`src/sv/srs_pkg.sv`:
```
// Shared types, constants and helpers for the sequencing read statistics block.
// Depends on nothing; every other file in sv/ imports it.

package srs_pkg;

   // Sizing
   localparam int MAX_LEN     = 512;
   localparam int COUNT_WIDTH = 32;
   localparam int QUAL_BINS   = 128;
   localparam int BASE_CODES  = 5;

   localparam int QH_DEPTH = MAX_LEN * QUAL_BINS;
   localparam int BH_DEPTH = MAX_LEN * BASE_CODES;
   localparam int LH_DEPTH = MAX_LEN;

   localparam int QH_AW = $clog2(QH_DEPTH);
   localparam int BH_AW = $clog2(BH_DEPTH);
   localparam int LH_AW = $clog2(LH_DEPTH);
   localparam int LEN_W = $clog2(MAX_LEN + 1);

   // Port widths fixed by the interface
   localparam int CMD_W  = 2;
   localparam int CHAR_W = 8;
   localparam int QUAL_W = 7;
   localparam int ADDR_W = 16;
   localparam int OLEN_W = 10;
   localparam int BIN_W  = 32;

   localparam int QUEUE_DEPTH = 4;
   localparam int QP_W        = $clog2(QUEUE_DEPTH);

   // Characters of interest
   localparam logic [CHAR_W-1:0] CH_UP_C = 8'h43;  // 'C'
   localparam logic [CHAR_W-1:0] CH_LO_C = 8'h63;  // 'c'
   localparam logic [CHAR_W-1:0] CH_UP_A = 8'h41;  // 'A'
   localparam logic [CHAR_W-1:0] CH_LO_A = 8'h61;  // 'a'
   localparam logic [CHAR_W-1:0] CH_UP_G = 8'h47;  // 'G'
   localparam logic [CHAR_W-1:0] CH_LO_G = 8'h67;  // 'g'
   localparam logic [CHAR_W-1:0] CH_UP_N = 8'h4E;  // 'N'
   localparam logic [CHAR_W-1:0] CH_DOT  = 8'h2E;  // '.'

   localparam logic KIND_SUMMARY = 1'b0;
   localparam logic KIND_BIN     = 1'b1;

   typedef enum logic [CMD_W-1:0] {
      CMD_PUSH    = 2'd0,
      CMD_RD_QUAL = 2'd1,
      CMD_RD_BASE = 2'd2,
      CMD_RD_LEN  = 2'd3
   } cmd_type;

   // Which histogram feeds the readout
   typedef enum logic [1:0] {
      SEL_NONE = 2'd0,
      SEL_QUAL = 2'd1,
      SEL_BASE = 2'd2,
      SEL_LEN  = 2'd3
   } sel_type;

   // One classified operation, front end to back end
   typedef struct packed {
      logic             has_result;
      logic             kind;
      sel_type          sel;
      logic             in_range;
      logic             qh_inc;
      logic             bh_inc;
      logic             lh_inc;
      logic [QH_AW-1:0] qh_addr;
      logic [BH_AW-1:0] bh_addr;
      logic [LH_AW-1:0] lh_addr;
      logic [LEN_W-1:0] rd_len;
      logic [LEN_W-1:0] rd_gc;
      logic             rd_over;
   } op_type;

   // Back end status seen by the front end
   typedef struct packed {
      logic clearing;
   } stat_type;

   // Map a base character to its histogram code
   function automatic logic [2:0] base_code(input logic [CHAR_W-1:0] ch);
      logic [2:0] code;
      unique case (ch)
         CH_UP_C, CH_LO_C: code = 3'd1;
         CH_UP_A, CH_LO_A: code = 3'd2;
         CH_UP_G, CH_LO_G: code = 3'd3;
         CH_UP_N, CH_DOT:  code = 3'd4;
         default:          code = 3'd0;
      endcase
      return code;
   endfunction

endpackage

```
`src/sv/srs_front.sv`:
```
// Front end: accepts transactions, tracks the read in progress and classifies
// each transaction into an operation for the queue. Depends on srs_pkg.

module srs_front import srs_pkg::*; (
   input  logic              clock,
   input  logic              reset,
   input  logic              req_valid,
   output logic              req_ready,
   input  logic [CMD_W-1:0]  req_command,
   input  logic [CHAR_W-1:0] req_base_char,
   input  logic [QUAL_W-1:0] req_quality_char,
   input  logic              req_last_base,
   input  logic [ADDR_W-1:0] req_bin_address,
   input  stat_type          stat,
   input  logic              q_full,
   output logic              q_push,
   output op_type            q_op
);

   logic [LEN_W-1:0] pos_ff, pos_in;
   logic [LEN_W-1:0] gc_ff, gc_in;
   logic             over_ff, over_in;

   logic             counted;
   logic             is_gc;
   logic [LEN_W-1:0] pos_new;
   logic [LEN_W-1:0] gc_new;
   logic             over_new;
   logic             accept;
   cmd_type          cmd;

   assign req_ready = !q_full && !stat.clearing;
   assign accept    = req_valid && req_ready;
   assign q_push    = accept;
   assign cmd       = cmd_type'(req_command);

   // Running read state after this base
   assign counted  = pos_ff < LEN_W'(MAX_LEN);
   assign is_gc    = (req_base_char == CH_UP_G) || (req_base_char == CH_UP_C);
   assign pos_new  = counted ? pos_ff + LEN_W'(1) : pos_ff;
   assign gc_new   = gc_ff + LEN_W'(counted && is_gc);
   assign over_new = over_ff || !counted;

   // Classify the transaction
   always_comb begin
      q_op          = '0;
      q_op.sel      = SEL_NONE;
      unique case (cmd)
         CMD_PUSH: begin
            q_op.qh_inc  = counted;
            q_op.bh_inc  = counted;
            q_op.qh_addr = {pos_ff[LH_AW-1:0], req_quality_char};
            q_op.bh_addr = BH_AW'({pos_ff, 2'b00}) + BH_AW'(pos_ff)
                         + BH_AW'(base_code(req_base_char));
            if (req_last_base) begin
               q_op.has_result = 1'b1;
               q_op.kind       = KIND_SUMMARY;
               q_op.lh_inc     = !over_new;
               q_op.lh_addr    = LH_AW'(pos_new - LEN_W'(1));
               q_op.rd_len     = pos_new;
               q_op.rd_gc      = gc_new;
               q_op.rd_over    = over_new;
            end
         end
         CMD_RD_QUAL: begin
            q_op.has_result = 1'b1;
            q_op.kind       = KIND_BIN;
            q_op.sel        = SEL_QUAL;
            q_op.in_range   = 32'(req_bin_address) < 32'(QH_DEPTH);
            q_op.qh_addr    = QH_AW'(req_bin_address);
         end
         CMD_RD_BASE: begin
            q_op.has_result = 1'b1;
            q_op.kind       = KIND_BIN;
            q_op.sel        = SEL_BASE;
            q_op.in_range   = 32'(req_bin_address) < 32'(BH_DEPTH);
            q_op.bh_addr    = BH_AW'(req_bin_address);
         end
         CMD_RD_LEN: begin
            q_op.has_result = 1'b1;
            q_op.kind       = KIND_BIN;
            q_op.sel        = SEL_LEN;
            q_op.in_range   = 32'(req_bin_address) < 32'(LH_DEPTH);
            q_op.lh_addr    = LH_AW'(req_bin_address);
         end
         default: ;
      endcase
   end

   // Advance read state on pushes; drop it at the end of a read
   always_comb begin
      pos_in  = pos_ff;
      gc_in   = gc_ff;
      over_in = over_ff;
      if (accept && cmd == CMD_PUSH) begin
         if (req_last_base) begin
            pos_in  = '0;
            gc_in   = '0;
            over_in = 1'b0;
         end else begin
            pos_in  = pos_new;
            gc_in   = gc_new;
            over_in = over_new;
         end
      end
   end

   always_ff @(posedge clock) begin
      if (reset) begin
         pos_ff  <= '0;
         gc_ff   <= '0;
         over_ff <= 1'b0;
      end else begin
         pos_ff  <= pos_in;
         gc_ff   <= gc_in;
         over_ff <= over_in;
      end
   end

endmodule

```
`config.mk`:
```
export PLATFORM = sky130hd
export DESIGN_NAME = srs_front
export DESIGN_NICKNAME = d
export VERILOG_FILES = /design/src/sv/srs_pkg.sv /design/src/sv/srs_front.sv
export SDC_FILE = /design/constraint.sdc
export NUM_CORES = 1
export LEC_CHECK = 0
export BUFFER_PORTS_ARGS = -buffer_cell sky130_fd_sc_hd__buf_2
export CORE_MARGIN = 4
export CORE_UTILIZATION = 30
export DETAILED_ROUTE_END_ITERATION = 16
export PLACE_DENSITY_LB_ADDON = 0.05
export SETUP_SLACK_MARGIN = 0.02
export SKIP_CTS_REPAIR_TIMING = 1
export SLEW_MARGIN = 5
export SYNTH_ARGS = -nofsm -noshare
export SYNTH_HDL_FRONTEND = slang
export SYNTH_SLANG_ARGS = --single-unit
```
`constraint.sdc`:
```
create_clock -name clock -period 6.35 [get_ports clock]
set_input_delay 0.3175 -clock clock [delete_from_list [all_inputs] [get_ports clock]]
set_output_delay 0.3175 -clock clock [all_outputs]
set_load 0.01 [all_outputs]
```
==> results of run 1 <==
## per-stage QoR
| stage | cell area (um2) | total power [mW] | hold slack (ns) |
|---|---|---|---|
| floorplan | 2740 | 0.176 | 0.390 |
| global placement | 3300 | 0.216 | 0.469 |
| detailed placement | 3300 | 0.216 | 0.490 |
| CTS | 3340 | 0.306 | 0.477 |
| global route | 3340 | 0.319 | 0.495 |
| finish | 3340 | 0.301 | 0.479 |
## where the power goes
part / internal [mW] / leakage (nW) / switching, mW / total, mW
Combinational: 0.0307 / 1.43 / 0.0491 / 0.0798
Clock: 0.0447 / 0.0228 / 0.0446 / 0.0892
Sequential: 0.132 / 0.169 / 0.000286 / 0.132
Total: 0.207 / 1.62 / 0.0940 / 0.301
## Yosys cell counts, types with 4 or more instances
cell type and count:
a21oi_1 23, a22o_1 18, a22oi_1 9, and3_1 4, clkbuf_1 20, dfxtp_1 21, ha_1 28, inv_1 14
nand2_1 39, nand3_1 9, nor2_1 59, nor3_1 11, nor4_1 4, o21a_1 4, o21ai_0 26, or3_1 4
or4_1 6, xnor2_1 14, xor2_1 15
## metal layers
layer | GRT usage [%] | up-vias
li1 | - | 1568
met1 | 25.6 | 1429
met2 | 28.4 | 112
met3 | 3.61 | 4
met4 | 1.33 | 0
met5 | 0 | -
## state kept, by name, indices dropped and copies added (netlist names)
name,cells
gc_ff,10
pos_ff,10
over_ff,1
## cell families (layout without fill, tap and decap cells)
family                     Yosys count  in the layout  synth area share [%]
AOI/OAI and AO/OA                  107            107                  26.2
xor gates and xnor gates            29             29                  9.27
adders and majority gates           30             30                  14.2
buffers and inverters               40            125                  6.16
DFF                                 21             21                  15.3
muxes                                1              1                 0.365
and+or+nand+nor                    159            159                  28.4
## final cells by class
type / count / share of cell area, %
clock buffers: 4 / 1.35
inverters: 14 / 1.57
multi-input cells: 326 / 64.4
flip-flops and latches: 21 / 12.6
well taps: 108 / 4.04
repair buffers: 107 / 16.1
## path summary, 6_finish.rpt
check	cells past startpoint	from	to
worst max-delay path	10	pos_ff[0]	q_op[41]
worst min-delay path	2	reset	gc_ff[1]
worst max register to register	8	pos_ff[9]	gc_ff[8]
worst min register to register	2	gc_ff[0]	gc_ff[0]
==> results.cfg, run 1 <==
[outcome]
status = finished, final reports clean

[cells_and_area]
final_util_pct = 38.0
multi_input_area_um2 = 2150
final_common_cell = buf_2
stdcell_count = 580
mostFrequentLayoutCells = buf_2 (106), nor2_1 (59), nand2_1 (39)
nFillCells = 988
layout-drive-gt1-share_pct = 24.8
syn_to_final_growth_pct = 22.0
antenna_cells = 0
seqCellArea_um2 = 420
nNetsFinal = 542

[sta]
hold_violations = 0
setup_violations = 0
rsz0062_at_grt = no
slew_viol_final = 0
min_period_over_period_pct = 59.3
relSlewSlack_pct = 45.6
tightest_slew_ns = 0.813
tns_ns = 0
finalWorstSetupSlack_ns = 2.58
period_minus_slack_ns = 3.77
skew_ns = 0.0119
max_freq_mhz = 266

[grt]
antenna_found_initial = 0
grt_max_degree = 27
grt_usage_pct = 17.7
grt_pass1_wl_mm = 16.0
grt-ovfl-total = 0
grt_pass1_vias = 2924

[synth]
synthTopCellsByArea = dfxtp_1 (15%), ha_1 (13%), nor2_1 (8.1%)
synthArstFlopShare_pct = 0
netlist.area_leader.share_pct = 15.3
synthFlopType = dfxtp_1
syn_inst = 387
yosysWarningCount = 0
synth_cell_type_count = 54
synth_top_area_cell = dfxtp_1
synth_seq_area_share_pct = 15.3
ys_ff_latch = 21
synth_edf_count = 0
synth_area_um2 = 2740
synth_fp_nets = 456
syn_area_per_cell_um2 = 7.08

[floorplanning]
fp.coreArea_um2 = 8810
die_w_um = 104
rows = 34
start_util_pct = 31.1
die_h_um = 104
dieArea_um2 = 10700
ios = 107

[drt]
met1_length_mm = 4.91
viasPerCell = 5.37
ant_nets = 0
finalWirelength_mm = 9.92
dr_wl_met2_mm = 4.31
drtPass1Iterations = 5
drtIter0Drc = 164
drc = 0
routedWlPerCell_um = 17.1
dr.max_layer_used = met4
vias = 3113
dr_wl_met3_um = 650

[critical_path]
crit_buf_inv = 3
cpPeakStageDelay_ns = 0.58
path_max_fanout = 9
reg2reg_slack_ns = 3.66
crit_family = adder cells
worstSetupEndpointType = primary output
cp_data_required_time_ns = 6.03
startpoint_type = flop
cp_cell_sequence = inv_1 -> fa_1 -> inv_1 -> fa_1 -> a21oi_1 -> nor2_1 -> or4_1 -> a311o_1 -> nand3_1 -> buf_2
crit_type = reg2out
slowest_stage = dfxtp_1
crit_arrival_ns = 3.45

[cts]
cts.sinks = 21
cts-root-buf = clkbuf_8
htreeDepth = 1
worst_skew_pair.late_latency_ns = 0.26
cts_tree = done
cts_buffers = 3
cts_max_path_buffers = 2
clk_pin_slew_ns = 0.09

[pwr]
p_leak_nw = 1.62
ir_drop_v = 0.0000586
power-per-cell-area_nw_per_um2 = 90.0

[placed_design]
gp_congestion = 0.787
dpl.hpwl_mm = 7.73
dp_slack_ns = 2.61
io_buffers = 106
post-place-cells = 576

[job]
maxCapViolations = 0

[min_path]
hold_path.class = in2reg
(Power assumes the default switching activity.)
==> inputs of run 2 (changes only) <==
--- a/config.mk
+++ b/config.mk
@@ -5,6 +5,7 @@
 export SDC_FILE = /design/constraint.sdc
 export NUM_CORES = 1
 export LEC_CHECK = 0
+export ABC_AREA = 1
 export BUFFER_PORTS_ARGS = -buffer_cell sky130_fd_sc_hd__buf_2
 export CORE_MARGIN = 4
 export CORE_UTILIZATION = 30
==> constraint.sdc (replaced) <==
create_clock -name clock -period 3.1 [get_ports clock]
set_input_delay 0.155 -clock clock [delete_from_list [all_inputs] [get_ports clock]]
set_output_delay 0.155 -clock clock [all_outputs]
set_load 0.01 [all_outputs]
==> results.cfg, run 2 <==
[outcome]
status = finished, final reports clean

[grt]
antenna_found_initial = 0
grt_usage_pct = 17.9
grt-ovfl-total = 0
grt_max_degree = 25
grt_pass1_vias = 3155
grt_pass1_wl_mm = 16.2

[critical_path]
worstSetupEndpointType = primary output
cp_data_required_time_ns = 2.94
crit_arrival_ns = 2.72
path_max_fanout = 6
cp-startpoint = pos_ff[0]
crit_type = reg2out
worst_r2r_path_depth = 10
r2r-start = pos_ff[9]
startpoint_type = flop
reg2reg_slack_ns = 0.90

[sta]
period_minus_slack_ns = 2.87
min_period_over_period_pct = 92.6
finalWorstSetupSlack_ns = 0.229
slew_viol_final = 0
hold_violations = 0
hold_ws_ns = 0.301
tightest_slew_ns = 0.410
setup_violations = 0
rsz0062_at_grt = no
skew_ns = 0.00184
tns_ns = 0
max_freq_mhz = 348
relSlewSlack_pct = 72.4

[placed_design]
dpl.hpwl_mm = 7.92
gp_congestion = 0.881
post-place-cells = 668
io_buffers = 106
dp_slack_ns = 0.331

[floorplanning]
die_w_um = 104
die_h_um = 104
dieArea_um2 = 10700
rows = 34
start_util_pct = 31.1
ios = 107
fp.coreArea_um2 = 8810

[synth]
yosysWarningCount = 0
netlist.area_leader.share_pct = 16.8
synthTopCellsByCount = nand2_1 (123), inv_1 (62), nor2_1 (57)
synth_seq_area_share_pct = 15.3
synth_top_area_cell = nand2_1
ys_ff_latch = 21
synth-xor-area-share_pct = 4.11
yosys.area_share.simple_pct = 36.3
yosysMostFrequentCell = nand2_1
syn_area_per_cell_um2 = 5.91
synthArstFlopShare_pct = 0
synth_top_family_by_area = simple AND/OR/NAND/NOR gates
synthFlopType = dfxtp_1
synth_area_um2 = 2740
synth_cell_type_count = 43
synth-compound-area-share_pct = 17.5
synthTopCellsByArea = nand2_1 (17%), dfxtp_1 (15%), ha_1 (13%)
yosys.area_share.adder_pct = 14.2
synth.mux.area_fraction_pct = 0
syn_inst = 464
synth_fp_nets = 533
synth_edf_count = 0

[min_path]
hold_path.class = in2reg
hold_depth = 2
min_from = reset

[drt]
vias = 3200
drtIter0Drc = 78
viasPerCell = 4.76
finalWirelength_mm = 9.62
drtPass1Iterations = 4
drc = 0
ant_nets = 0
routedWlPerCell_um = 14.3

[cells_and_area]
mostFrequentLayoutCells = nand2_1 (123), buf_2 (106), inv_1 (62)
final_common_cell = nand2_1
syn_to_final_growth_pct = 24.6
seqCellArea_um2 = 422
nNetsFinal = 634
layout-drive-gt1-share_pct = 24.6
nFillCells = 1033
stdcell_count = 672
reg.largest.list = gc_ff x10, pos_ff x10, over_ff x1
antenna_cells = 0
multi_input_area_um2 = 1980

[cts]
cts_max_path_buffers = 2
htreeDepth = 1
cts-root-buf = clkbuf_8
clk_pin_slew_ns = 0.08
cts.sinks = 21
cts_tree = done
cts_buffers = 3
worst_skew_pair.late_latency_ns = 0.26

[pwr]
p_leak_nw = 1.80
power-per-cell-area_nw_per_um2 = 179
ir_drop_v = 0.000184
total_power_mw = 0.611

[job]
maxCapViolations = 0
-- run 2: final timing paths --
path                   end
setup reg to reg  gc_ff[8]
setup / recovery  q_op[41]
hold / removal    gc_ff[2]
hold reg to reg    over_ff
-- run 2: layer usage --
| layer | global-route usage (%) | share of wire, % |
|---|---|---|
| met1 | 22.9 | 46 |
| met2 | 31.9 | 48 |
| met3 | 2.36 | 4.4 |
| met4 | 4.18 | 1.2 |
| met5 | 0 | 0 |
-- run 2: cell type report --
type	instances	share of cell area, %
Inverter	67	7.43
Clock inverter	1	0.146
Tap cell	108	3.95
Sequential cell	21	12.3
Timing Repair Buffer	113	17.1
Multi-Input combinational cell	359	57.9
Clock buffer	3	1.21
-- run 2: worst max-delay path: stages (launching register included) --
cell and delay (ns):
dfxtp_2 0.41, inv_2 0.09, fa_1 0.53, inv_1 0.06, fa_1 0.48, inv_1 0.07, o21ai_0 0.17, nand2_1 0.11
nand2_1 0.06, xor2_1 0.14, o21ai_0 0.17, buf_2 0.16
-- run 2: kinds of logic (layout without fill, tap and decap cells) --
| logic type | count (synthesis) | count (layout) |
|---|---|---|
| xor gates and xnor gates | 12 | 12 |
| AOI/OAI and AO/OA | 85 | 85 |
| DFF | 21 | 21 |
| adders and majority gates | 30 | 30 |
| buffers and inverters | 84 | 184 |
| and+or+nand+nor | 232 | 232 |
-- run 2: metrics by stage --
stage / util [%] / instance area [um2]
6_report: 38.8 / 3420
5_1_grt: 38.8 / 3420
4_1_cts: 38.8 / 3420
3_5_place_dp: 38.3 / 3370
3_3_place_gp: 38.3 / 3370
2_1_floorplan: - / 2740
-- run 2: power breakdown --
group	leakage, nW	switching (mW)	total (mW)	internal, mW
Sequential	0.170	0.000378	0.270	0.270
Clock	0.0255	0.0929	0.182	0.0895
Combinational	1.61	0.0981	0.159	0.0605
==> inputs of run 3 (changes only) <==
--- a/config.mk
+++ b/config.mk
@@ -8,7 +8,7 @@
 export ABC_AREA = 1
 export BUFFER_PORTS_ARGS = -buffer_cell sky130_fd_sc_hd__buf_2
 export CORE_MARGIN = 4
-export CORE_UTILIZATION = 30
+export CORE_UTILIZATION = 40
 export DETAILED_ROUTE_END_ITERATION = 16
 export PLACE_DENSITY_LB_ADDON = 0.05
 export SETUP_SLACK_MARGIN = 0.02
==> results.cfg, run 3 (synthesis gave the netlist of run 2 again) <==
[placed_design]
io_buffers = 106
gp_congestion = 0.918
dpl.hpwl_mm = 7.18

[pwr]
pwr-share-comb_pct = 25.8
ir_drop_v = 0.000226
p_sw_mw = 0.188
clkPwrFrac_pct = 29.8
power-per-cell-area_nw_per_um2 = 180
seqPwrFrac_pct = 44.5
internal_power_mw = 0.420
power.share.switching_pct = 30.9
p_leak_nw = 1.80

[critical_path]
slowest_stage = fa_1
crit_buf_inv = 4
cp_cell_sequence = inv_2 -> fa_1 -> inv_1 -> fa_1 -> inv_1 -> o21ai_0 -> nand2_1 -> nand2_1 -> xor2_1 -> o21ai_0 -> buf_2
crit_type = reg2out
crit_family = adder cells
worstSetupEndpointType = primary output
startpoint_type = flop
crit_arrival_ns = 2.65
cp_data_required_time_ns = 2.94
path_max_fanout = 6
cpPeakStageDelay_ns = 0.53
reg2reg_slack_ns = 0.99

[min_path]
hold_path.class = in2reg

[sta]
period_minus_slack_ns = 2.80
skew_ns = 0.00524
hold_ws_ns = 0.299
tightest_slew_ns = 0.428
setup_violations = 0
min_period_over_period_pct = 90.4
tns_ns = 0
rsz0062_at_grt = no
max_freq_mhz = 357
relSlewSlack_pct = 71.4
slew_viol_final = 0
hold_violations = 0

[grt]
grt_pass1_wl_mm = 14.8
grt_pass1_vias = 3038
grt_usage_pct = 21.6
grt_max_degree = 22
grt-ovfl-total = 0
antenna_found_initial = 0

[drt]
ant_nets = 0
drc = 0
vias = 3170
viasPerCell = 4.95
finalWirelength_mm = 8.82
drtPass1Iterations = 4
drtIter0Drc = 213
routedWlPerCell_um = 13.8

[cts]
cts_tree = done
worst_skew_pair.late_latency_ns = 0.26
cts-root-buf = clkbuf_8
cts.sinks = 21
cts_max_path_buffers = 2
clk_pin_slew_ns = 0.08
cts_buffers = 3
htreeDepth = 1

[floorplanning]
rows = 29
start_util_pct = 42.2
fp.coreArea_um2 = 6490
die_h_um = 90.8
die_w_um = 90.8
dieArea_um2 = 8240
ios = 107

[cells_and_area]
reg.largest.list = gc_ff x10, pos_ff x10, over_ff x1
mostFrequentLayoutCells = nand2_1 (123), buf_2 (106), inv_1 (62)
final_util_pct = 51.9
antenna_cells = 0
nNetsFinal = 633
nFillCells = 693
syn_to_final_growth_pct = 23.0
layout-drive-gt1-share_pct = 24.5
final_common_cell = nand2_1

[outcome]
status = finished, final reports clean

[job]
maxCapViolations = 0
run 3: per-stage QoR:
stage | std cells | power (mW) | cell area, um2 | setup slack (ns)
6_report | 640 | 0.607 | 3370 | 0.299
5_1_grt | 640 | 0.643 | 3370 | 0.0788
4_1_cts | 640 | 0.617 | 3370 | 0.179
3_5_place_dp | 636 | 0.433 | 3320 | 0.332
3_3_place_gp | 636 | 0.433 | 3320 | 0.371
2_1_floorplan | 464 | 0.356 | 2740 | 0.634
run 3: per-layer routing:
metal / part of all wire [%] / vias up / wire (um) / global-route usage [%]
li1: - / 1688 / - / -
met1: 45 / 1379 / 3930 / 27.4
met2: 48 / 92 / 4230 / 37.6
met3: 6.0 / 11 / 532 / 3.00
met4: 1.5 / 0 / 133 / 6.91
met5: 0 / - / 0 / 0
run 3: final timing paths:
kind / to / start / cells after the start
worst min register to register: gc_ff[0] / gc_ff[0] / 2
worst min-delay path: pos_ff[9] / reset / 2
worst max register to register: gc_ff[8] / pos_ff[9] / 10
worst max-delay path: q_op[41] / pos_ff[0] / 11
run 3: cell type report:
cell class | count | area [um2] | share of cell area [%]
sequential | 21 | 422 | 12.5
clock buffer | 3 | 41.3 | 1.22
inverter | 67 | 254 | 7.54
clock inverter | 1 | 5.00 | 0.148
timing repair buffer | 112 | 576 | 17.1
tap | 77 | 96.3 | 2.86
multi-input combinational | 359 | 1980 | 58.6
run 3: power by group through the flow:
stage                     combinational, mW  clock, mW  sequential, mW
after global placement                0.157          0           0.276
after global routing                  0.173      0.200           0.270
final                                 0.157      0.181           0.270
after floorplan                      0.0795          0           0.276
after CTS                             0.158      0.190           0.270
after detailed placement              0.157          0           0.276
