**src/sv/srs_pkg.sv**
```systemverilog
// Shared types, constants and helpers for the sequencing read statistics block.
// Depends on nothing; every other file in sv/ imports it.

package srs_pkg;

   // Sizing
   localparam int MAX_LEN     = 512;
   localparam int COUNT_WIDTH = 32;
   localparam int QUAL_BINS   = 128;
   localparam int BASE_CODES  = 5;

   localparam int QH_DEPTH = MAX_LEN * QUAL_BINS;
   localparam int BH_DEPTH = MAX_LEN * BASE_CODES;
   localparam int LH_DEPTH = MAX_LEN;

   localparam int QH_AW = $clog2(QH_DEPTH);
   localparam int BH_AW = $clog2(BH_DEPTH);
   localparam int LH_AW = $clog2(LH_DEPTH);
   localparam int LEN_W = $clog2(MAX_LEN + 1);

   // Port widths fixed by the interface
   localparam int CMD_W  = 2;
   localparam int CHAR_W = 8;
   localparam int QUAL_W = 7;
   localparam int ADDR_W = 16;
   localparam int OLEN_W = 10;
   localparam int BIN_W  = 32;

   localparam int QUEUE_DEPTH = 4;
   localparam int QP_W        = $clog2(QUEUE_DEPTH);

   // Characters of interest
   localparam logic [CHAR_W-1:0] CH_UP_C = 8'h43;  // 'C'
   localparam logic [CHAR_W-1:0] CH_LO_C = 8'h63;  // 'c'
   localparam logic [CHAR_W-1:0] CH_UP_A = 8'h41;  // 'A'
   localparam logic [CHAR_W-1:0] CH_LO_A = 8'h61;  // 'a'
   localparam logic [CHAR_W-1:0] CH_UP_G = 8'h47;  // 'G'
   localparam logic [CHAR_W-1:0] CH_LO_G = 8'h67;  // 'g'
   localparam logic [CHAR_W-1:0] CH_UP_N = 8'h4E;  // 'N'
   localparam logic [CHAR_W-1:0] CH_DOT  = 8'h2E;  // '.'

   localparam logic KIND_SUMMARY = 1'b0;
   localparam logic KIND_BIN     = 1'b1;

   typedef enum logic [CMD_W-1:0] {
      CMD_PUSH    = 2'd0,
      CMD_RD_QUAL = 2'd1,
      CMD_RD_BASE = 2'd2,
      CMD_RD_LEN  = 2'd3
   } cmd_type;

   // Which histogram feeds the readout
   typedef enum logic [1:0] {
      SEL_NONE = 2'd0,
      SEL_QUAL = 2'd1,
      SEL_BASE = 2'd2,
      SEL_LEN  = 2'd3
   } sel_type;

   // One classified operation, front end to back end
   typedef struct packed {
      logic             has_result;
      logic             kind;
      sel_type          sel;
      logic             in_range;
      logic             qh_inc;
      logic             bh_inc;
      logic             lh_inc;
      logic [QH_AW-1:0] qh_addr;
      logic [BH_AW-1:0] bh_addr;
      logic [LH_AW-1:0] lh_addr;
      logic [LEN_W-1:0] rd_len;
      logic [LEN_W-1:0] rd_gc;
      logic             rd_over;
   } op_type;

   // Back end status seen by the front end
   typedef struct packed {
      logic clearing;
   } stat_type;

   // Map a base character to its histogram code
   function automatic logic [2:0] base_code(input logic [CHAR_W-1:0] ch);
      logic [2:0] code;
      unique case (ch)
         CH_UP_C, CH_LO_C: code = 3'd1;
         CH_UP_A, CH_LO_A: code = 3'd2;
         CH_UP_G, CH_LO_G: code = 3'd3;
         CH_UP_N, CH_DOT:  code = 3'd4;
         default:          code = 3'd0;
      endcase
      return code;
   endfunction

endpackage

```
**src/sv/srs_queue.sv**
```systemverilog
// Short queue of classified operations between front and back end.
// Depends on srs_pkg for op_type and the queue depth.

module srs_queue import srs_pkg::*; (
   input  logic   clock,
   input  logic   reset,
   input  logic   push,
   input  op_type push_op,
   output logic   full,
   input  logic   pop,
   output logic   valid,
   output op_type pop_op
);

   op_type          entry_ff [QUEUE_DEPTH];
   logic [QP_W-1:0] wr_ptr_ff;
   logic [QP_W-1:0] rd_ptr_ff;
   logic [QP_W:0]   count_ff, count_in;

   assign full   = count_ff == (QP_W+1)'(QUEUE_DEPTH);
   assign valid  = count_ff != '0;
   assign pop_op = entry_ff[rd_ptr_ff];

   always_comb begin
      count_in = count_ff;
      if (push && !pop) count_in = count_ff + (QP_W+1)'(1);
      if (pop && !push) count_in = count_ff - (QP_W+1)'(1);
   end

   // Store entries
   always_ff @(posedge clock) begin
      if (push) entry_ff[wr_ptr_ff] <= push_op;
   end

   // Advance pointers
   always_ff @(posedge clock) begin
      if (reset) begin
         wr_ptr_ff <= '0;
         rd_ptr_ff <= '0;
         count_ff  <= '0;
      end else begin
         if (push) wr_ptr_ff <= wr_ptr_ff + QP_W'(1);
         if (pop)  rd_ptr_ff <= rd_ptr_ff + QP_W'(1);
         count_ff <= count_in;
      end
   end

endmodule

```
**config.mk**
```make
export PLATFORM = sky130hd
export DESIGN_NAME = srs_queue
export DESIGN_NICKNAME = d
export VERILOG_FILES = /design/src/sv/srs_pkg.sv /design/src/sv/srs_queue.sv
export SDC_FILE = /design/constraint.sdc
export NUM_CORES = 1
export LEC_CHECK = 0
export BUFFER_PORTS_ARGS = -buffer_cell sky130_fd_sc_hd__buf_4
export CORE_MARGIN = 2
export CORE_UTILIZATION = 55
export DETAILED_ROUTE_END_ITERATION = 16
export PLACE_DENSITY = 0.77
export SETUP_SLACK_MARGIN = 0.3
export SYNTH_ARGS = -nofsm -noshare
export SYNTH_HDL_FRONTEND = slang
export SYNTH_SLANG_ARGS = --single-unit
```
**constraint.sdc**
```tcl
create_clock -name clock -period 7.5 [get_ports clock]
set_clock_uncertainty 0.15 [all_clocks]
set_input_delay 0.375 -clock clock [delete_from_list [all_inputs] [get_ports clock]]
set_output_delay 0.375 -clock clock [all_outputs]
set_load 0.02 [all_outputs]
```
==> results of run 1 <==
stage by stage:
stage               power, mW  util [%]
global route             3.65      71.5
CTS                      3.56      71.5
floorplan                2.04         -
finish                   3.53      71.5
detailed placement       2.21      62.7
global placement         2.20      62.7
registers in the layout (all words and copies together), names as in the netlist, named ones only:
signal,count
count_ff,3
entry_ff,264
rd_ptr_ff,2
wr_ptr_ff,2
path summary, 6_finish.rpt:
check        cells after the start  slack, ns                        end                       from
max reg2reg                      4       5.47   entry_ff[2][5]$_DFFE_PP_  wr_ptr_ff[0]$_SDFFE_PP0P_
min reg2reg                      2       0.39   count_ff[1]$_SDFFE_PP0P_   count_ff[1]$_SDFFE_PP0P_
min                              3       0.03  wr_ptr_ff[1]$_SDFFE_PP0P_                       push
max                              3       4.18                  pop_op[7]                  flip-flop
metal layers:
metal | part of all wire (%) | up-vias | GRT usage [%] | wire length, microns
met2 | 50 | 167 | 32.2 | 9070
met5 | 0 | - | 0 | 0
met4 | 1.8 | 0 | 5.21 | 321
met3 | 6.2 | 32 | 3.95 | 1110
li1 | - | 2103 | - | -
met1 | 42 | 2446 | 25.6 | 7520
worst register-to-register path, cell delays in order, from the launching register on:
cell and delay [ns]:
sky130_fd_sc_hd__dfxtp_1 0.34, sky130_fd_sc_hd__inv_1 0.10, sky130_fd_sc_hd__ha_1 0.15, sky130_fd_sc_hd__and2_4 0.13, sky130_fd_sc_hd__buf_4 0.76
where the power goes:
group          internal [mW]  switching, mW  total (mW)
Combinational          0.206          0.202       0.408
Clock                  0.794          0.532        1.33
Sequential              1.75         0.0407        1.79
Total                   2.75          0.775        3.53
logic make-up after synthesis:
kind of cell	share of synthesized area, %
adders and majority gates	0.830
AOI/OAI and AO/OA	0.151
buffers and inverters	1.31
muxes	15.0
and+or+nand+nor	0.779
xor gates and xnor gates	0.440
DFF	81.5
area by class of cell:
cell class | count | area, sq um | share of cell area (%)
multi-input cells | 97 | 1730 | 13.5
inverters | 6 | 22.5 | 0.176
well taps | 229 | 287 | 2.24
flip-flops and latches | 273 | 8120 | 63.6
clock buffers | 30 | 687 | 5.38
repair buffers | 208 | 1730 | 13.6
diodes | 1 | 2.50 | 0.0196
clock inverters | 18 | 191 | 1.50
what timing repair did:
action,CTS,global route
hold buffers,69,0
endpoints found under the hold margin,273,0
resized for setup,0,0
cells in the final DEF (no fill, tap or decap), drive strengths merged, types with 2 or more instances in the layout:
cell         count
xor2             3
mux4            66
edfxtp         264
ha               5
nor2             8
clkinvlp         2
inv              7
buf            139
clkbuf          30
xnor2            2
clkinv          11
dfxtp            9
and2             4
bufinv           4
dlygate4sd3     69
a21oi            2
or3              2
==> run_results.csv, run 1 <==
group,metric,value,unit
status,status,"complete, no violations",
detailed_routing,total_length_of_routed_wires,18.0,mm
synthesis,yosys-top-cells-area,"sky130_fd_sc_hd__edfxtp_1, sky130_fd_sc_hd__mux4_2, sky130_fd_sc_hd__dfxtp_1",
cells_and_area,signed_area_change_from_the_synthesized_netlist_to_the_final_layout,28.2,%
place,postPlaceCellArea,11200,sq um
place,dp.cells,744,
place,buffer_ports.inserted,137,
clock_tree,htreeDepth,1,
floorplan,initial_cell_density_of_the_core,55.8,%
cells_and_area,fill_cells,1035,
clock_tree,cts_made_buffers,27,
floorplan,chipWidth,139,microns
floorplan,fp.coreArea,17800,sq um
timing,setup_viol,0,
synthesis,syn_area,9950,sq um
pwr,ir_drop,0.225,mV
detailed_routing,via_per_inst,5.51,
synthesis,synth_largest_area_cell,"sky130_fd_sc_hd__edfxtp_1",
timing,unrepaired_setup_endpoints_after_global_routing,"no",
grt,vias_in_the_first_global_route,5235,
hold_path,hold_path_class,"in2reg",
synthesis,yosys_warnings,0,
timing,setup_ws,4.18,ns
synthesis,synth_commonest_cells,"sky130_fd_sc_hd__edfxtp_1, sky130_fd_sc_hd__mux4_2, sky130_fd_sc_hd__dfxtp_1, sky130_fd_sc_hd__nor2_1, sky130_fd_sc_hd__inv_1",
cells_and_area,layoutNonFillerInstCount,862,
detailed_routing,detailroute.via_count,4748,
worst_setup_path,cpLargestDelayFamily,"buffers and inverters",
timing,final-max-slew-violation-count,0,
worst_setup_path,arrival,2.80,ns
timing,timing.fmax,0.301,GHz
detailed_routing,drt_first_pass_iters,5,
clock_tree,postCtsSetupRepairBufs,0,
synthesis,seq_area_frac_synth,81.5,%
worst_setup_path,critPathMaxFanout,35,
pwr,static-leakage-power,4.38,nW
detailed_routing,drt.antenna.violating_nets,0,
timing,timing.final.crit_share,44.3,%
clock_tree,clock-root-buffer,"sky130_fd_sc_hd__clkbuf_16",
grt,grt_use_total,19.0,%
timing,worstMarginPinSlew,1.03,ns
worst_setup_path,kind_of_capture_point_of_the_worst_setup_path,"output pin",
grt,grt_start_max_net_pins,67,
synthesis,synth_enable_flop_cells,264,
worst_setup_path,critical_path.slowest_cell,"sky130_fd_sc_hd__dfxtp_4",
worst_setup_path,crit_chain,"buf_4, mux4_2, buf_4",
worst_setup_path,critPathMaxStageDelay,0.83,ns
synthesis,ys_seq_elements,273,
synthesis,synth_top_area_share,79.6,%
floorplan,placement_rows,49,
worst_setup_path,data_required_time_of_the_critical_path,6.97,ns
clock_tree,clk_pin_slew_worst_paths,0.06,ns
synthesis,yosys.cell_types.count,20,
synthesis,ys_async_sr_fraction,0,%
worst_setup_path,crit_path_frequent_cell,"sky130_fd_sc_hd__buf_4",
detailed_routing,drt-wirelength-per-cell,20.9,microns
timing,final-hold-violation-count,0,
grt,global_route.overflow_total,0,
cells_and_area,layout.cell_area.non_filler,12800,sq um
timing,timing.setup.tns,0,ns
grt,grt_first_pass_wirelength,28.5,mm
job,cap_violations,0,
clock_tree,cts_tree,"yes",
floorplan,die_height,139,microns
timing,fin_worst_hold_slack,0.0313,ns
clock_tree,cts.path.max_buffers,3,
place,dpl.hpwl,9.73,mm
clock_tree,clock_sinks,273,
detailed_routing,detail_route.drc_violations,0,
timing,slew-limit-headroom,31.6,%
place,finalWeightedCongestion,0.680,
worst_setup_path,crit_path_category,"reg2out",
synthesis,dominant_cell_by_count_in_the_synthesized_netlist,"sky130_fd_sc_hd__edfxtp_1",
synthesis,syn_area_per_cell,25.5,sq um
synthesis,synth_fp_nets,467,
floorplan,num_io_pins,138,
clock_tree,clock_insertion_delay_worst_skew,0.52,ns
place,preCtsSetupSlack,4.57,ns
worst_setup_path,worst_setup_path_start_kind,"flip-flop",
pwr,power.density_cell_area,276,nW/um^2
cells_and_area,final_layout_size_suffix_gt1_share,39.6,%
cells_and_area,final_nets,689,
grt,antenna_found_initial,1,
worst_setup_path,worst-path-buf-inv,2,
detailed_routing,drt-initial-drc-count,322,
synthesis,syn-instance-count,391,
timing,minimum_clock_period_after_layout,3.32,ns
floorplan,fp.dieArea,19200,sq um
synthesis,yosys_most_used_dff,"sky130_fd_sc_hd__edfxtp_1",
(Power assumes the default switching activity.)
==> run 2, diff against run 1 <==
- CORE_UTILIZATION: 55 -> 51
- PLACE_DENSITY: 0.77 -> 0.75
- clock period: 7.5 -> 2.8 ns (I/O delays scaled with it)
==> run_results.csv, run 2 (synthesis results as in run 1) <==
group,metric,value,unit
status,status,"complete, no violations",
timing,timing.setup.tns,0,ns
clock_tree,cts.path.max_buffers,3,
cells_and_area,antenna_cells_inserted,0,
detailed_routing,drt-initial-drc-count,229,
floorplan,chipWidth,144,microns
grt,vias_in_the_first_global_route,5134,
detailed_routing,total_length_of_routed_wires,18.1,mm
worst_setup_path,worst_setup_path_start_kind,"flip-flop",
clock_tree,cts_made_buffers,26,
worst_setup_path,crit_chain,"buf_12, mux4_2, buf_4",
cells_and_area,final_nets,695,
clock_tree,clock-root-buffer,"sky130_fd_sc_hd__clkbuf_16",
grt,global_route.overflow_total,0,
clock_tree,hold_buffers_post_cts,70,
place,buffer_ports.inserted,137,
worst_setup_path,kind_of_capture_point_of_the_worst_setup_path,"output pin",
worst_setup_path,ff2ff_setup_slack,1.00,ns
grt,antenna_found_initial,0,
timing,timing.final.crit_share,81.7,%
pwr,ir_drop,0.424,mV
detailed_routing,drt-wirelength-per-cell,20.1,microns
pwr,finalPower,9.23,mW
worst_setup_path,regToRegStartpoint,"wr_ptr_ff[0]$_SDFFE_PP0P_",
job,cap_violations,0,
worst_setup_path,arrival,2.00,ns
cells_and_area,largest_register_ffs,264,
cells_and_area,reg_top3,"entry_ff: 264 flops, count_ff: 3 flops",
hold_path,hold_start,"push_op[14]",
timing,minimum_clock_period_after_layout,2.29,ns
pwr,static-leakage-power,4.41,nW
worst_setup_path,worst-path-buf-inv,2,
grt,grt_start_max_net_pins,50,
pwr,power.density_cell_area,716,nW/um^2
clock_tree,clk_pin_slew_worst_paths,0.06,ns
detailed_routing,detail_route.drc_violations,0,
cells_and_area,layout.cells.most_common_list,"sky130_fd_sc_hd__edfxtp_1, sky130_fd_sc_hd__buf_4, sky130_fd_sc_hd__dlygate4sd3_1, sky130_fd_sc_hd__mux4_2, sky130_fd_sc_hd__clkbuf_16",
worst_setup_path,critPathMaxFanout,42,
cells_and_area,register_containing_the_most_flip_flops_in_the_final_layout,"entry_ff",
cells_and_area,most_common_cell_after_layout_fill_and_taps_aside,"sky130_fd_sc_hd__edfxtp_1",
timing,worstMarginPinSlew,0.404,ns
worst_setup_path,data_required_time_of_the_critical_path,2.51,ns
place,dpl.hpwl,10.7,mm
clock_tree,htreeDepth,1,
worst_setup_path,critical_path.slowest_cell,"sky130_fd_sc_hd__mux4_2",
timing,unrepaired_setup_endpoints_after_global_routing,"no",
worst_setup_path,crit_path_category,"reg2out",
detailed_routing,drt.antenna.violating_nets,0,
grt,grt_use_total,17.7,%
clock_tree,clock_insertion_delay_worst_skew,0.50,ns
worst_setup_path,critPathMaxStageDelay,0.59,ns
floorplan,fp.dieArea,20600,sq um
clock_tree,clock_sinks,273,
clock_tree,cts_tree,"yes",
timing,setup_ws,0.512,ns
timing,final-max-slew-violation-count,0,
timing,slew-limit-headroom,73.1,%
cells_and_area,final_layout_size_suffix_gt1_share,39.7,%
timing,setup_viol,0,
floorplan,fp.coreArea,19300,sq um
place,finalWeightedCongestion,0.690,
hold_path,hold_path_class,"in2reg",
floorplan,initial_cell_density_of_the_core,51.5,%
floorplan,placement_rows,51,
cells_and_area,signed_area_change_from_the_synthesized_netlist_to_the_final_layout,29.5,%
detailed_routing,detailroute.via_count,4759,
detailed_routing,via_per_inst,5.28,
floorplan,die_height,144,microns
floorplan,num_io_pins,138,
detailed_routing,drt_first_pass_iters,4,
worst_setup_path,cpLargestDelayFamily,"multiplexers",
clock_tree,cts_resized,0,
timing,final-hold-violation-count,0,
place,preCtsSetupSlack,0.975,ns
grt,grt_first_pass_wirelength,27.6,mm
clock_tree,postCtsSetupRepairBufs,0,
timing,timing.fmax,0.437,GHz
-- run 2: cell count changes in the layout (fill, tap and decap cells not counted) --
cell	previous run	this run
sky130_fd_sc_hd__inv_6	1	0
sky130_fd_sc_hd__clkbuf_8	0	4
sky130_fd_sc_hd__bufinv_16	4	1
sky130_fd_sc_hd__dlygate4sd3_1	69	70
sky130_fd_sc_hd__clkinv_2	5	4
sky130_fd_sc_hd__diode_2	1	0
sky130_fd_sc_hd__buf_4	139	138
sky130_fd_sc_hd__buf_12	0	7
sky130_fd_sc_hd__clkinv_1	6	4
sky130_fd_sc_hd__clkinvlp_4	2	0
sky130_fd_sc_hd__clkbuf_1	3	6
-- run 2: power breakdown --
| group | switching, mW | internal (mW) |
|---|---|---|
| Sequential | 0.0585 | 4.69 |
| Clock | 1.35 | 1.95 |
| Combinational | 0.599 | 0.579 |
| Total | 2.01 | 7.22 |
-- run 2: through the flow --
step | utilization (%) | cell area [sq um] | std cells | hold WS (ns)
6_report | 66.7 | 12900 | 902 | 0.224
5_1_grt | 66.7 | 12900 | 902 | 0.220
4_1_cts | 66.7 | 12900 | 902 | 0.201
3_5_place_dp | 58.8 | 11400 | 786 | 0.193
3_3_place_gp | 58.8 | 11400 | 786 | 0.189
2_1_floorplan | - | 9960 | 391 | 0.0889
-- run 2: cell type report --
class / instances / area, sq um
Sequential cell: 273 / 8120
Fill cell: 1249 / 6440
Timing Repair Buffer: 215 / 1880
Multi-Input combinational cell: 97 / 1730
Clock buffer: 37 / 753
Tap cell: 265 / 332
Clock inverter: 9 / 65.1
Inverter: 6 / 22.5
-- run 2: metal layers --
layer	track usage (%)	vias up	part of all wire, %
met4	3.92	0	1.1
met1	22.8	2500	42
met3	3.13	20	4.8
li1	-	2111	-
met2	31.9	128	52
met5	0	-	0
-- run 2: final timing paths --
| check | cells past startpoint | endpoint |
|---|---|---|
| worst max-delay path | 3 | pop_op[65] |
| worst min-delay path | 2 | entry_ff[1][14]$_DFFE_PP_ |
| worst max register to register | 4 | entry_ff[0][40]$_DFFE_PP_ |
| worst min register to register | 2 | count_ff[2]$_SDFFE_PP0P_ |
==> run 3, diff against run 2 <==
- ABC_AREA: not set -> 1
- CORE_UTILIZATION: 51 -> 55
- PLACE_DENSITY: 0.75 -> 0.76
- clock period: 2.8 -> 2.3 ns (I/O delays scaled with it)
==> run_results.csv, run 3 <==
group,metric,value,unit
status,status,"complete, no violations",
cells_and_area,largest_register_ffs,264,
clock_tree,cts_made_buffers,28,
floorplan,num_io_pins,138,
synthesis,yosys-top-cells-area,"sky130_fd_sc_hd__edfxtp_1, sky130_fd_sc_hd__o21ai_0, sky130_fd_sc_hd__o22ai_2",
grt,grt_use_total,25.6,%
clock_tree,clk_pin_slew_worst_paths,0.06,ns
cells_and_area,register_containing_the_most_flip_flops_in_the_final_layout,"entry_ff",
place,finalWeightedCongestion,0.769,
floorplan,placement_rows,51,
grt,antenna_found_initial,0,
place,buffer_ports.inserted,137,
synthesis,ys_async_sr_fraction,0,%
cells_and_area,layoutNonFillerInstCount,1236,
floorplan,fp.coreArea,19400,sq um
synthesis,synth_top_area_share,73.2,%
detailed_routing,drt-wirelength-per-cell,24.6,microns
timing,timing.fmax,0.470,GHz
worst_setup_path,data_required_time_of_the_critical_path,2.04,ns
detailed_routing,detail_route.drc_violations,0,
synthesis,dominant_cell_by_count_in_the_synthesized_netlist,"sky130_fd_sc_hd__edfxtp_1",
worst_setup_path,kind_of_capture_point_of_the_worst_setup_path,"output pin",
place,dp.cells,1075,
job,cap_violations,0,
timing,slew-limit-headroom,65.8,%
cells_and_area,finish.utilization,78.2,%
synthesis,yosys_warnings,0,
synthesis,synth_commonest_cells,"sky130_fd_sc_hd__edfxtp_1, sky130_fd_sc_hd__o21ai_0, sky130_fd_sc_hd__nor2_1, sky130_fd_sc_hd__nor2_4, sky130_fd_sc_hd__o22ai_2",
worst_setup_path,critPathMaxFanout,7,
cells_and_area,layout.cells.most_common_list,"sky130_fd_sc_hd__edfxtp_1, sky130_fd_sc_hd__buf_4, sky130_fd_sc_hd__dlygate4sd3_1, sky130_fd_sc_hd__nor2_1, sky130_fd_sc_hd__o22ai_2",
cells_and_area,signed_area_change_from_the_synthesized_netlist_to_the_final_layout,40.1,%
detailed_routing,drt_first_pass_iters,5,
clock_tree,htreeDepth,1,
hold_path,hold_path_class,"in2reg",
clock_tree,clock_sinks,273,
timing,final-hold-violation-count,0,
synthesis,seq_area_frac_synth,74.9,%
cells_and_area,layout.cell_area.non_filler,15200,sq um
timing,worstMarginPinSlew,0.513,ns
synthesis,synth_largest_area_cell,"sky130_fd_sc_hd__edfxtp_1",
synthesis,ys_seq_elements,273,
timing,timing.setup.tns,0,ns
place,dpl.hpwl,13.3,mm
synthesis,syn-instance-count,696,
grt,grt_first_pass_wirelength,39.6,mm
clock_tree,clock_insertion_delay_worst_skew,0.53,ns
synthesis,yosys_most_used_dff,"sky130_fd_sc_hd__edfxtp_1",
worst_setup_path,crit_path_category,"reg2out",
synthesis,yosys.cell_types.count,25,
cells_and_area,antenna_cells_inserted,0,
clock_tree,clock-root-buffer,"sky130_fd_sc_hd__clkbuf_16",
detailed_routing,drt.antenna.violating_nets,0,
grt,vias_in_the_first_global_route,7158,
synthesis,syn_area,10800,sq um
cells_and_area,most_common_cell_after_layout_fill_and_taps_aside,"sky130_fd_sc_hd__edfxtp_1",
cells_and_area,reg_top3,"entry_ff: 264 flops, count_ff: 3 flops",
synthesis,synth_enable_flop_cells,264,
place,postPlaceCellArea,12200,sq um
floorplan,die_height,144,microns
detailed_routing,via_per_inst,5.89,
timing,unrepaired_setup_endpoints_after_global_routing,"yes",
timing,final-max-slew-violation-count,0,
floorplan,chipWidth,144,microns
worst_setup_path,arrival,1.86,ns
pwr,power.density_cell_area,794,nW/um^2
grt,grt_start_max_net_pins,39,
timing,setup_viol,0,
cells_and_area,final_layout_size_suffix_gt1_share,43.4,%
detailed_routing,detailroute.via_count,7279,
grt,global_route.overflow_total,0,
clock_tree,cts_tree,"yes",
floorplan,initial_cell_density_of_the_core,55.8,%
pwr,ir_drop,0.663,mV
timing,timing.final.crit_share,92.4,%
cells_and_area,final_nets,1025,
detailed_routing,drt-initial-drc-count,599,
clock_tree,cts.path.max_buffers,3,
synthesis,syn_area_per_cell,15.6,sq um
detailed_routing,total_length_of_routed_wires,30.4,mm
worst_setup_path,worst_setup_path_start_kind,"flip-flop",
worst_setup_path,ff2ff_path_depth,5,
pwr,static-leakage-power,5.35,nW
floorplan,fp.dieArea,20800,sq um
timing,minimum_clock_period_after_layout,2.13,ns
hold_path,whs_path_depth,2,
synthesis,synth_fp_nets,772,
==> run 3: changes by cell type in the layout (fill, tap and decap cells not counted), moves of 40 or more <==
| cell | delta |
|---|---|
| sky130_fd_sc_hd__mux4_2 | -66 |
| sky130_fd_sc_hd__o21ai_2 | +40 |
| sky130_fd_sc_hd__nor2_4 | +49 |
| sky130_fd_sc_hd__o21ai_0 | +42 |
| sky130_fd_sc_hd__o21ai_1 | +49 |
| sky130_fd_sc_hd__nor2_1 | +57 |
| sky130_fd_sc_hd__o22ai_2 | +51 |
==> run 3: metal layers <==
| metal | vias up | global-route usage (%) | part of all wire, % |
|---|---|---|---|
| met3 | 81 | 3.87 | 7.4 |
| li1 | 3136 | - | - |
| met2 | 398 | 45.3 | 52 |
| met1 | 3664 | 32.3 | 37 |
| met5 | - | 0 | 0 |
| met4 | 0 | 9.30 | 3.6 |
==> run 3: what timing repair did <==
item	in CTS	in global routing
hold buffers	69	0
buffers inserted	7	6
resized for setup	55	203
pin swaps	0	54
setup endpoints to repair	66	66
cloned	12	15
hold endpoints to repair	273	0
==> run 3: power by group <==
| part | switching [mW] | internal [mW] | total [mW] |
|---|---|---|---|
| clock | 1.81 | 2.43 | 4.23 |
| combinational | 1.14 | 0.907 | 2.04 |
| sequential | 0.0843 | 5.68 | 5.77 |
| total | 3.03 | 9.02 | 12.0 |
==> run 3: cell families after synthesis <==
kind of cell / count (synthesis) / synth area share, %
AOI/OAI and AO/OA: 209 / 12.9
DFF: 273 / 74.9
and+or+nand+nor: 148 / 8.10
adders and majority gates: 6 / 0.763
buffers and inverters: 60 / 3.36
==> run 3: stage by stage <==
stage | worst slack (ns) | hold WS, ns | power [mW]
after floorplan | 0.203 | 0.0639 | 6.65
after global placement | 0.511 | 0.164 | 7.20
after detailed placement | 0.453 | 0.167 | 7.26
after CTS | 0.183 | 0.170 | 11.7
after global routing | 0.138 | 0.171 | 12.4
final | 0.174 | 0.178 | 12.0
==> run 3: critical path, stage by stage (launching register included) <==
cell and delay, ns:
sky130_fd_sc_hd__dfxtp_4 0.39, sky130_fd_sc_hd__buf_12 0.15, sky130_fd_sc_hd__buf_12 0.15, sky130_fd_sc_hd__buf_16 0.15, sky130_fd_sc_hd__o21ai_2 0.06, sky130_fd_sc_hd__o22ai_1 0.23
sky130_fd_sc_hd__buf_4 0.20
==> run 3: worst paths after layout <==
path,start,end,slack [ns]
worst max-delay path,flip-flop,pop_op[65],0.17
worst min-delay path,push_op[35],entry_ff[1][35]$_DFFE_PP_,0.18
worst max register to register,wr_ptr_ff[0]$_SDFFE_PP0P_,entry_ff[2][16]$_DFFE_PP_,0.48
worst min register to register,rd_ptr_ff[1]$_SDFFE_PP0P_,flip-flop,0.29
==> run 3: cell type report <==
cell class	instances	area, sq um
sequential	273	8120
fill	1017	4240
timing repair buffer	259	2910
multi-input combinational	363	2760
clock buffer	39	763
tap	265	332
inverter	18	114
clock inverter	13	92.6
timing repair inverter	6	72.6
